[config.mk]
export PLATFORM = sky130hd
export DESIGN_NAME = serial_frame_deframer_crc8
export DESIGN_NICKNAME = d
export VERILOG_FILES = /design/src/hdl/sfd_pkg.sv /design/src/hdl/sfd_frame_fsm.sv /design/src/hdl/serial_frame_deframer_crc8.sv
export SDC_FILE = /design/constraint.sdc
export NUM_CORES = 1
export LEC_CHECK = 0
export ABC_CLOCK_PERIOD_IN_PS = 4600
export BUFFER_PORTS_ARGS = -buffer_cell sky130_fd_sc_hd__buf_2
export CORE_UTILIZATION = 53
export DETAILED_ROUTE_END_ITERATION = 7
export PLACE_DENSITY = 0.83
export SETUP_SLACK_MARGIN = 0.05
export SLEW_MARGIN = 40
export SYNTH_ARGS = -nofsm -noshare
export SYNTH_HDL_FRONTEND = slang
export SYNTH_SLANG_ARGS = --single-unit
[constraint.sdc]
create_clock -name clk -period 4.6 [get_ports clk]
set_input_delay 0.92 -clock clk [delete_from_list [all_inputs] [get_ports clk]]
set_output_delay 0.92 -clock clk [all_outputs]
set_load 0.1 [all_outputs]
[src/hdl/sfd_pkg.sv]
`timescale 1ns / 1ps

package sfd_pkg;

	localparam logic [7:0] HDR0_BYTE = 8'h55;
	localparam logic [7:0] HDR1_BYTE = 8'hAA;
	localparam logic [7:0] TRL0_BYTE = 8'h0D;
	localparam logic [7:0] TRL1_BYTE = 8'h0A;
	localparam logic [15:0] CMD_RESET = 16'hA55A;
	localparam logic [7:0] CRC_POLY = 8'h8C;

	localparam logic [1:0] ST_OK = 2'd0;
	localparam logic [1:0] ST_BAD_CMD = 2'd1;
	localparam logic [1:0] ST_BAD_TRAILER = 2'd2;
	localparam logic [1:0] ST_BAD_CRC = 2'd3;

	typedef struct packed {
		logic [1:0] status;
		logic [7:0] payload_length;
		logic [31:0] left_speed_word;
		logic [31:0] right_speed_word;
	} sfd_result_t;

	// One byte through the reflected CRC-8, least significant bit first.
	function automatic logic [7:0] crc8_step(input logic [7:0] crc, input logic [7:0] b);
		logic [7:0] c;
		c = crc ^ b;
		for (int k = 0; k < 8; k++) begin
			if (c[0]) begin
				c = (c >> 1) ^ CRC_POLY;
			end else begin
				c = c >> 1;
			end
		end
		return c;
	endfunction

	localparam logic [7:0] CRC_AFTER_HDR0 = crc8_step(8'h00, HDR0_BYTE);

endpackage

[src/hdl/sfd_frame_fsm.sv]
`timescale 1ns / 1ps

module sfd_frame_fsm (
	input logic clk,
	input logic arst_n,
	input logic step,
	input logic [7:0] rx_byte,
	input logic [15:0] expected_command,
	output logic res_hit,
	output sfd_pkg::sfd_result_t result
);
	import sfd_pkg::*;

	typedef enum logic [2:0] {
		PH_HUNT0,
		PH_HUNT1,
		PH_CMD,
		PH_LEN,
		PH_PAYLOAD,
		PH_CRC,
		PH_TRAIL0,
		PH_TRAIL1
	} phase_t;

	phase_t phase_q, phase_d;
	logic [7:0] count_q, count_d;
	logic [7:0] crc_q, crc_d;
	logic [7:0] length_q, length_d;
	logic [15:0] cmd_q, cmd_d;
	logic [31:0] left_q, left_d;
	logic [31:0] right_q, right_d;
	logic [7:0] rcrc_q, rcrc_d;
	logic tbad_q, tbad_d;
	logic [7:0] crc_next;
	logic [7:0] count_inc;
	logic trailer_bad_now;

	assign crc_next = crc8_step(crc_q, rx_byte);
	assign count_inc = count_q + 8'd1;
	assign res_hit = (phase_q == PH_TRAIL1);
	assign trailer_bad_now = tbad_q | (rx_byte != TRL1_BYTE);

	always_comb begin
		result.payload_length = length_q;
		result.left_speed_word = left_q;
		result.right_speed_word = right_q;
		if (cmd_q != expected_command) begin
			result.status = ST_BAD_CMD;
		end else if (trailer_bad_now) begin
			result.status = ST_BAD_TRAILER;
		end else if (rcrc_q != crc_q) begin
			result.status = ST_BAD_CRC;
		end else begin
			result.status = ST_OK;
		end
	end

	always_comb begin
		phase_d = phase_q;
		count_d = count_q;
		crc_d = crc_q;
		length_d = length_q;
		cmd_d = cmd_q;
		left_d = left_q;
		right_d = right_q;
		rcrc_d = rcrc_q;
		tbad_d = tbad_q;
		if (step) begin
			case (phase_q)
				PH_HUNT0, PH_HUNT1: begin
					if (phase_q == PH_HUNT1 && rx_byte == HDR1_BYTE) begin
						crc_d = crc_next;
						phase_d = PH_CMD;
						count_d = 8'd0;
					end else if (rx_byte == HDR0_BYTE) begin
						phase_d = PH_HUNT1;
						crc_d = CRC_AFTER_HDR0;
						count_d = 8'd0;
						length_d = 8'd0;
						cmd_d = 16'd0;
						left_d = 32'd0;
						right_d = 32'd0;
						rcrc_d = 8'd0;
						tbad_d = 1'b0;
					end else begin
						phase_d = PH_HUNT0;
					end
				end
				PH_CMD: begin
					crc_d = crc_next;
					if (!count_q[0]) begin
						cmd_d = {8'd0, rx_byte};
						count_d = 8'd1;
					end else begin
						cmd_d = {rx_byte, cmd_q[7:0]};
						count_d = 8'd0;
						phase_d = PH_LEN;
					end
				end
				PH_LEN: begin
					crc_d = crc_next;
					length_d = rx_byte;
					count_d = 8'd0;
					phase_d = (rx_byte == 8'd0) ? PH_CRC : PH_PAYLOAD;
				end
				PH_PAYLOAD: begin
					crc_d = crc_next;
					if (count_q[7:3] == 5'd0) begin
						if (!count_q[2]) begin
							left_d[{count_q[1:0], 3'b000} +: 8] = rx_byte;
						end else begin
							right_d[{count_q[1:0], 3'b000} +: 8] = rx_byte;
						end
					end
					if (count_inc == length_q) begin
						phase_d = PH_CRC;
					end
					count_d = count_inc;
				end
				PH_CRC: begin
					rcrc_d = rx_byte;
					phase_d = PH_TRAIL0;
				end
				PH_TRAIL0: begin
					tbad_d = (rx_byte != TRL0_BYTE);
					phase_d = PH_TRAIL1;
				end
				PH_TRAIL1: begin
					tbad_d = trailer_bad_now;
					phase_d = PH_HUNT0;
					count_d = 8'd0;
				end
				default: begin
					phase_d = PH_HUNT0;
				end
			endcase
		end
	end

	always_ff @(posedge clk or negedge arst_n) begin
		if (!arst_n) begin
			phase_q <= PH_HUNT0;
			count_q <= 8'd0;
			crc_q <= 8'd0;
			length_q <= 8'd0;
			cmd_q <= 16'd0;
			left_q <= 32'd0;
			right_q <= 32'd0;
			rcrc_q <= 8'd0;
			tbad_q <= 1'b0;
		end else begin
			phase_q <= phase_d;
			count_q <= count_d;
			crc_q <= crc_d;
			length_q <= length_d;
			cmd_q <= cmd_d;
			left_q <= left_d;
			right_q <= right_d;
			rcrc_q <= rcrc_d;
			tbad_q <= tbad_d;
		end
	end

`ifndef SYNTH
	a_trail1_returns_to_hunt: assert property (@(posedge clk) disable iff (!arst_n)
		step && phase_q == PH_TRAIL1 |=> phase_q == PH_HUNT0)
		else $error("Receiver did not resume hunting after a frame.");

	a_count_below_length: assert property (@(posedge clk) disable iff (!arst_n)
		phase_q == PH_PAYLOAD |-> count_q < length_q)
		else $error("Payload count ran past the frame length.");

	a_hunt1_crc_seed: assert property (@(posedge clk) disable iff (!arst_n)
		phase_q == PH_HUNT1 |-> crc_q == CRC_AFTER_HDR0)
		else $error("CRC is not seeded by the first header byte.");

	a_zero_length_skips_payload: assert property (@(posedge clk) disable iff (!arst_n)
		step && phase_q == PH_LEN && rx_byte == 8'd0 |=> phase_q == PH_CRC)
		else $error("Zero-length frame did not go straight to the CRC byte.");
`endif

endmodule

[src/hdl/serial_frame_deframer_crc8.sv]
`timescale 1ns / 1ps

// Byte-serial frame receiver. Each item is one received byte; the block takes one item
// per clock cycle and holds it in an input register, where the frame state machine and
// the CRC-8 update consume it. A result item is registered into an output register
// when the frame state machine consumes the second trailer byte, and waits there; the
// input side only stops when that register is still full and the next byte would produce
// another result. Writes to expected_command through cfg_we and cfg_wdata are registered.
module serial_frame_deframer_crc8 (
	input logic clk,
	input logic arst_n,
	input logic cfg_we,
	input logic [15:0] cfg_wdata,
	input logic in_valid,
	output logic in_ready,
	input logic [7:0] rx_byte,
	output logic out_valid,
	input logic out_ready,
	output logic [1:0] status,
	output logic [7:0] payload_length,
	output logic [31:0] left_speed_word,
	output logic [31:0] right_speed_word
);
	import sfd_pkg::*;

	logic [15:0] expected_command_q;
	logic valid_s1;
	logic [7:0] rx_byte_s1;
	logic out_valid_q;
	sfd_result_t result_q;
	sfd_result_t fsm_result;
	logic res_hit;
	logic out_free;
	logic step;

	assign out_free = !out_valid_q || out_ready;
	assign step = valid_s1 && (!res_hit || out_free);
	assign in_ready = !valid_s1 || step;

	sfd_frame_fsm u_fsm (
		.clk(clk),
		.arst_n(arst_n),
		.step(step),
		.rx_byte(rx_byte_s1),
		.expected_command(expected_command_q),
		.res_hit(res_hit),
		.result(fsm_result)
	);

	always_ff @(posedge clk or negedge arst_n) begin
		if (!arst_n) begin
			expected_command_q <= CMD_RESET;
			valid_s1 <= 1'b0;
			out_valid_q <= 1'b0;
		end else begin
			if (cfg_we) begin
				expected_command_q <= cfg_wdata;
			end
			if (in_valid && in_ready) begin
				valid_s1 <= 1'b1;
			end else if (step) begin
				valid_s1 <= 1'b0;
			end
			if (step && res_hit) begin
				out_valid_q <= 1'b1;
			end else if (out_ready) begin
				out_valid_q <= 1'b0;
			end
		end
	end

	always_ff @(posedge clk) begin
		if (in_valid && in_ready) begin
			rx_byte_s1 <= rx_byte;
		end
		if (step && res_hit) begin
			result_q <= fsm_result;
		end
	end

	assign out_valid = out_valid_q;
	assign status = result_q.status;
	assign payload_length = result_q.payload_length;
	assign left_speed_word = result_q.left_speed_word;
	assign right_speed_word = result_q.right_speed_word;

endmodule
# Word level (Yosys, flattened, before mapping)
# Cells that the tools add are included.
totals:
  output_inout_bits: 76
  regBits: 216
  in_bits: 29
  wordCells: 137
classes:
  n_shift: 2
  n_addsub: 2
  n_eq_ne: 23
  mux: 47
  reduce_logical: 35
  bitwise_logic: 10
ops:
  columns: ["op", "n"]
  rows:
  - ["two-way mux 32 bit", 6]
  - ["one-hot mux 32 bit (2 select lines)", 2]
  - ["two-way mux 8 bit", 13]
  - ["bitwise mux 32 bit", 2]
  - ["two-way mux 16 bit", 3]
  - ["one-hot mux 8 bit (2 select lines)", 3]
  - ["one-hot mux 16 bit (2 select lines)", 1]
  - ["one-hot mux 8 bit (4 select lines)", 1]
  - ["variable shift 8 x 7 -> 32 bit, first input constant", 1]
  - ["variable part select 8 x 7 -> 32 bit", 1]
  - ["NOT 2 -> 3 bit", 8]
  - ["one-hot mux 3 bit (7 select lines)", 1]
  - ["!= test 16 bit", 1]
  - ["!= test 8 x 4 -> 1 bit, second input constant", 2]
  - ["AND reduction 4 bit", 4]
  - ["nonzero test 2 bit", 7]
  - ["== test 3 bit, second input constant", 4]
  - ["AND reduction 6 bit", 2]
  - ["!= test 2 x 1 -> 1 bit, second input constant", 5]
  - ["two-way mux 1 bit", 9]
  - ["two-way mux 3 bit", 3]
  - ["AND reduction 3 bit", 3]
  - ["adder 8 x 1 -> 8 bit, second input constant", 1]
  - ["== test 8 x 7 -> 1 bit, second input constant", 1]
  - ["23 further kinds", 35]

# Depth between registers and ports, before layout
depth:
  ltp_word: 19
  mapped_depth: 9
  depth_no_buf: 7

# Hierarchy
# Synthesis repeated with hierarchy kept, for this count alone.
hier_totals:
  cells_unflattened: 648
  area_unflattened_um2: 9069.9
modules_own_cells:
  columns: ["module", "cells_per_inst", "n_inst", "seq_area_each_um2", "area_per_inst_um2"]
  rows:
  - ["sfd_frame_fsm", 522, 1, 2902.8, 5849.4]
  - ["serial_frame_deframer_crc8", 126, 1, 2922.8, 3220.6]

# Worst setup path after synthesis
# OpenSTA, ideal clock, no wires.
synth_path:
  path_type: "input-to-reg"
  startpoint: "input port out_ready"
  endpoint: "register result_q, in the netlist left_speed_word[0] (enable)"
  n_path_buf: 0
  setup_time_ns: 0.507
  path_slack_ns: -0.720
  required_time_ns: 4.093
  t_arrival_ns: 4.814
  path_stages: 4
  path_cell_list: "and4b_1 a21oi_1 nand2_1 nor2_1"
synth_via:
  elab_chain_cells: 4
synth_rtl:
  columns: ["item", "line", "source"]
  rows:
  - ["start, declared", "serial_frame_deframer_crc8.sv:18", "input logic out_ready,"]
  - ["logical OR 1 bit", "serial_frame_deframer_crc8.sv:36", "assign out_free = !out_valid_q || out_ready;"]
  - ["logical OR 1 bit", "serial_frame_deframer_crc8.sv:37", "assign step = valid_s1 && (!res_hit || out_free);"]
  - ["logical AND 1 bit", "serial_frame_deframer_crc8.sv:37", null]
  - ["logical AND 1 bit", "serial_frame_deframer_crc8.sv:76", "if (step && res_hit) begin"]
  - ["end signal, assigned", "serial_frame_deframer_crc8.sv:77", "result_q <= fsm_result;"]
  - ["end, declared", "serial_frame_deframer_crc8.sv:30", "sfd_result_t result_q;"]
# Every way passes these cells.
# A chain may end at the register's enable or synchronous reset.

# Worst setup path in the final report
layout_path:
  startpoint: "register u_fsm.phase_q[2]"
  endpoint: "output port in_ready"
layout_via:
  elab_chain_cells: 5
layout_rtl:
  columns: ["item", "line", "source"]
  rows:
  - ["start, declared", "sfd_frame_fsm.sv:25", "phase_t phase_q, phase_d;"]
  - ["start signal, assigned", "sfd_frame_fsm.sv:152", "phase_q <= phase_d;"]
  - ["== test 3 bit", "sfd_frame_fsm.sv:40", "assign res_hit = (phase_q == PH_TRAIL1);"]
  - ["logical NOT 1 bit", "serial_frame_deframer_crc8.sv:37", null]
  - ["logical OR 1 bit", "serial_frame_deframer_crc8.sv:37", null]
  - ["logical AND 1 bit", "serial_frame_deframer_crc8.sv:37", null]
  - ["logical OR 1 bit", "serial_frame_deframer_crc8.sv:38", "assign in_ready = !valid_s1 || step;"]
  - ["end, declared", "serial_frame_deframer_crc8.sv:15", "output logic in_ready,"]
# Every way passes these cells.

==> impl_metrics.json <==
{
  "synthesis.nets": 751,
  "gp_congestion": 0.890,
  "clock_latency_ps": 510,
  "cp_data_required_time_ps": 3680,
  "worst_slack_ps": 1560,
  "die_width_microns": 134,
  "postCtsHoldBufs": 0,
  "slew_violations": 0,
  "drive_gt1_share_pct": 28.9,
  "period_needed_ps": 3040,
  "yosys_warnings": 0,
  "io_pins": 105,
  "hold_violations": 0,
  "cts_resized": 0,
  "antenna_found_initial": 0,
  "synth_area_leader_cell": "dfrtp_1",
  "powerDensity_nw_per_um2": 383,
  "drv_cap": 0,
  "leakage_uw": 0.00470,
  "skew_ps": 12.8,
  "grt_pass1_vias": 5825,
  "status": "finished, final reports clean",
  "post-place-ws_ps": 1580,
  "grt.overflow.total": 0,
  "synthesis.area_sq_um": 9210,
  "crit_path_start": "u_fsm.phase_q[2]",
  "num_vias": 5893,
  "grt_pass1_wl_microns": 31300,
  "cts_root_buf": "clkbuf_16",
  "rows": 47,
  "instances_no_fill": 1050,
  "grt_max_degree": 74,
  "endpoint_kind": "output pin",
  "die_h_microns": 134,
  "grtUsageTotal_pct": 22.3,
  "die_area_sq_um": 17900,
  "start_util_pct": 54.9,
  "crit_type": "reg2out",
  "ys_seq_area_share_pct": 63.3,
  "ant_nets": 0,
  "clockBufferDepth": 3,
  "worst_ep_arrival_time_ps": 2120,
  "synth-edff-count": 82,
  "tns_ps": 0,
  "worst_setup_path_start_kind": "flop",
  "cts_setup_buffers": 0,
  "diodes": 0,
  "worst_pin_slew_ps": 730,
  "area_delta_synth_final_pct": 15.9,
  "fin_crit_sh_pct": 66.1,
  "synthFlopType": "dfrtp_1",
  "synthCells": 718,
  "post-place-cells": 1008,
  "max_freq_mhz": 329,
  "peakVddDrop_mv": 0.297,
  "path_max_fanout": 18,
  "finalSetupViolations": 0,
  "r2r_start": "u_fsm.phase_q[1]",
  "wl_per_cell_microns": 18.2,
  "nets": 846,
  "netlist_top_cells_area": "dfrtp_1 (34%), edfxtp_1 (27%), mux2_2 (6.8%)",
  "path_clk_slew_ps": 60,
  "firstDrtPassIters": 5,
  "synth-seq-cells": 216,
  "port_buffers": 104,
  "hpwl_microns": 12700,
  "cts_num_sinks": 216,
  "core_sq_um": 16800,
  "rsz0062_at_grt": "false",
  "drtIter0Drc": 520,
  "netlist.area_leader.share_pct": 34.2,
  "viasPerCell": 5.61,
  "drt_wl_total_microns": 19100,
  "hold_class": "in2async",
  "slew_headroom_pct": 50.9,
  "async_reset_ff_share_pct": 62.0,
  "synth_cell_types": 60,
  "drc": 0,
  "htree_levels": 1,
  "cts-buffers-inserted": 23,
  "cts_tree": "yes",
  "avgSynthCellArea_sq_um": 12.8
}
==> logic make-up (layout without fill, tap and decap cells) <==
kind of cell	after synthesis	after routing	share of synthesized area (%)
xor gates and xnor gates	55	55	5.23
muxes	80	80	9.89
DFF	216	216	63.3
and+or+nand+nor	192	192	10.5
adders and majority gates	4	4	0.543
AOI/OAI and AO/OA	103	103	7.50
buffers and inverters	68	180	3.03
==> state kept, by name, indices dropped and copies added, names as in the netlist <==
signal              count
u_fsm.left_q           32
right_speed_word       32
expected_command_q     16
payload_length          8
u_fsm.right_q          32
u_fsm.phase_q           3
u_fsm.count_q           8
rx_byte_s1              8
u_fsm.rcrc_q            8
left_speed_word        32
u_fsm.crc_q             8
u_fsm.tbad_q            1
out_valid               1
valid_s1                1
u_fsm.length_q          8
status                  2
u_fsm.cmd_q            16
==> critical path: stages (launching register included) <==
cell and delay, ps:
dfrtp_1 730, and4b_1 370, nand3_1 150, buf_2 360
==> cell usage after synthesis, types with 4 or more instances <==
cell type	number
nor4_1	5
nand2b_1	9
nand2_1	70
buf_1	4
a21oi_2	4
o211ai_1	4
nand3_1	22
dfrtp_1	126
inv_1	30
ha_1	4
xor2_1	9
a31oi_1	5
nand4_1	7
mux2_2	56
mux2i_1	16
buf_2	7
clkbuf_1	25
dfstp_2	8
xnor2_1	46
a21oi_1	9
o31ai_1	23
edfxtp_1	82
and2_1	6
o21ai_0	38
mux2_4	8
nor2_1	39
==> final timing paths <==
path | cells past startpoint | slack (ps) | endpoint
worst min-delay path | 1 | 390 | u_fsm.count_q[6]
max in group asynchronous | 2 | 3370 | expected_command_q[1]
min in group clk | 0 | 440 | right_speed_word[1]
worst max-delay path | 3 | 1560 | in_ready
worst max register to register | 5 | 1810 | right_speed_word[20]
worst min register to register | 0 | 440 | right_speed_word[1]
==> per-stage QoR <==
stage / hold WS [ps] / total power, uW / util (%) / cell area [sq um]
floorplan: 421 / 2230 / - / 9210
global placement: 429 / 2300 / 59.1 / 9900
detailed placement: 428 / 2310 / 59.1 / 9910
CTS: 438 / 4110 / 63.6 / 10700
global route: 436 / 4210 / 63.7 / 10700
finish: 391 / 4080 / 63.7 / 10700
==> routing by layer <==
metal / track usage, % / vias to the layer above / routed length (microns)
met5: 0 / - / 0
met4: 5.43 / 0 / 318
met3: 3.74 / 29 / 1110
met2: 34.9 / 198 / 9070
met1: 32.7 / 2924 / 8580
li1: - / 2742 / -
==> cell usage in the layout, fill, tap and decap left out, types with 3 or more instances in the layout <==
master and count:
dfrtp_1 126, xor2_1 9, nand2b_1 9, or4_1 3
and2_1 6, mux2_4 8, mux2_2 56, nor2_2 4
buf_2 103, nand3b_1 3, ha_1 4, or2_2 3
nor2b_1 3, o31ai_1 22, a31oi_1 5, mux2i_1 16
nand3_1 22, xnor2_1 46, o21ai_0 38, dfstp_2 8
a21oi_2 4, o211ai_1 4, nand4_1 7, nor4_1 5
clkinv_2 6, edfxtp_1 82, inv_1 30, a21oi_1 9
nand2_1 70, clkbuf_16 23, nor2_1 37, and3_1 3
==> layout make-up <==
| cell class | count | area (sq um) |
|---|---|---|
| fillers | 1253 | 6080 |
| flip-flops and latches | 216 | 5830 |
| multi-input cells | 434 | 3130 |
| clock buffers | 26 | 607 |
| repair buffers | 108 | 582 |
| well taps | 220 | 275 |
| clock inverters | 16 | 148 |
| inverters | 30 | 113 |
==> report_power, final <==
| part | switching, uW | internal [uW] |
|---|---|---|
| registers | 49.5 | 2020 |
| clock network | 746 | 1070 |
| logic | 111 | 85.6 |
Power figures use the tool's default switching activity.
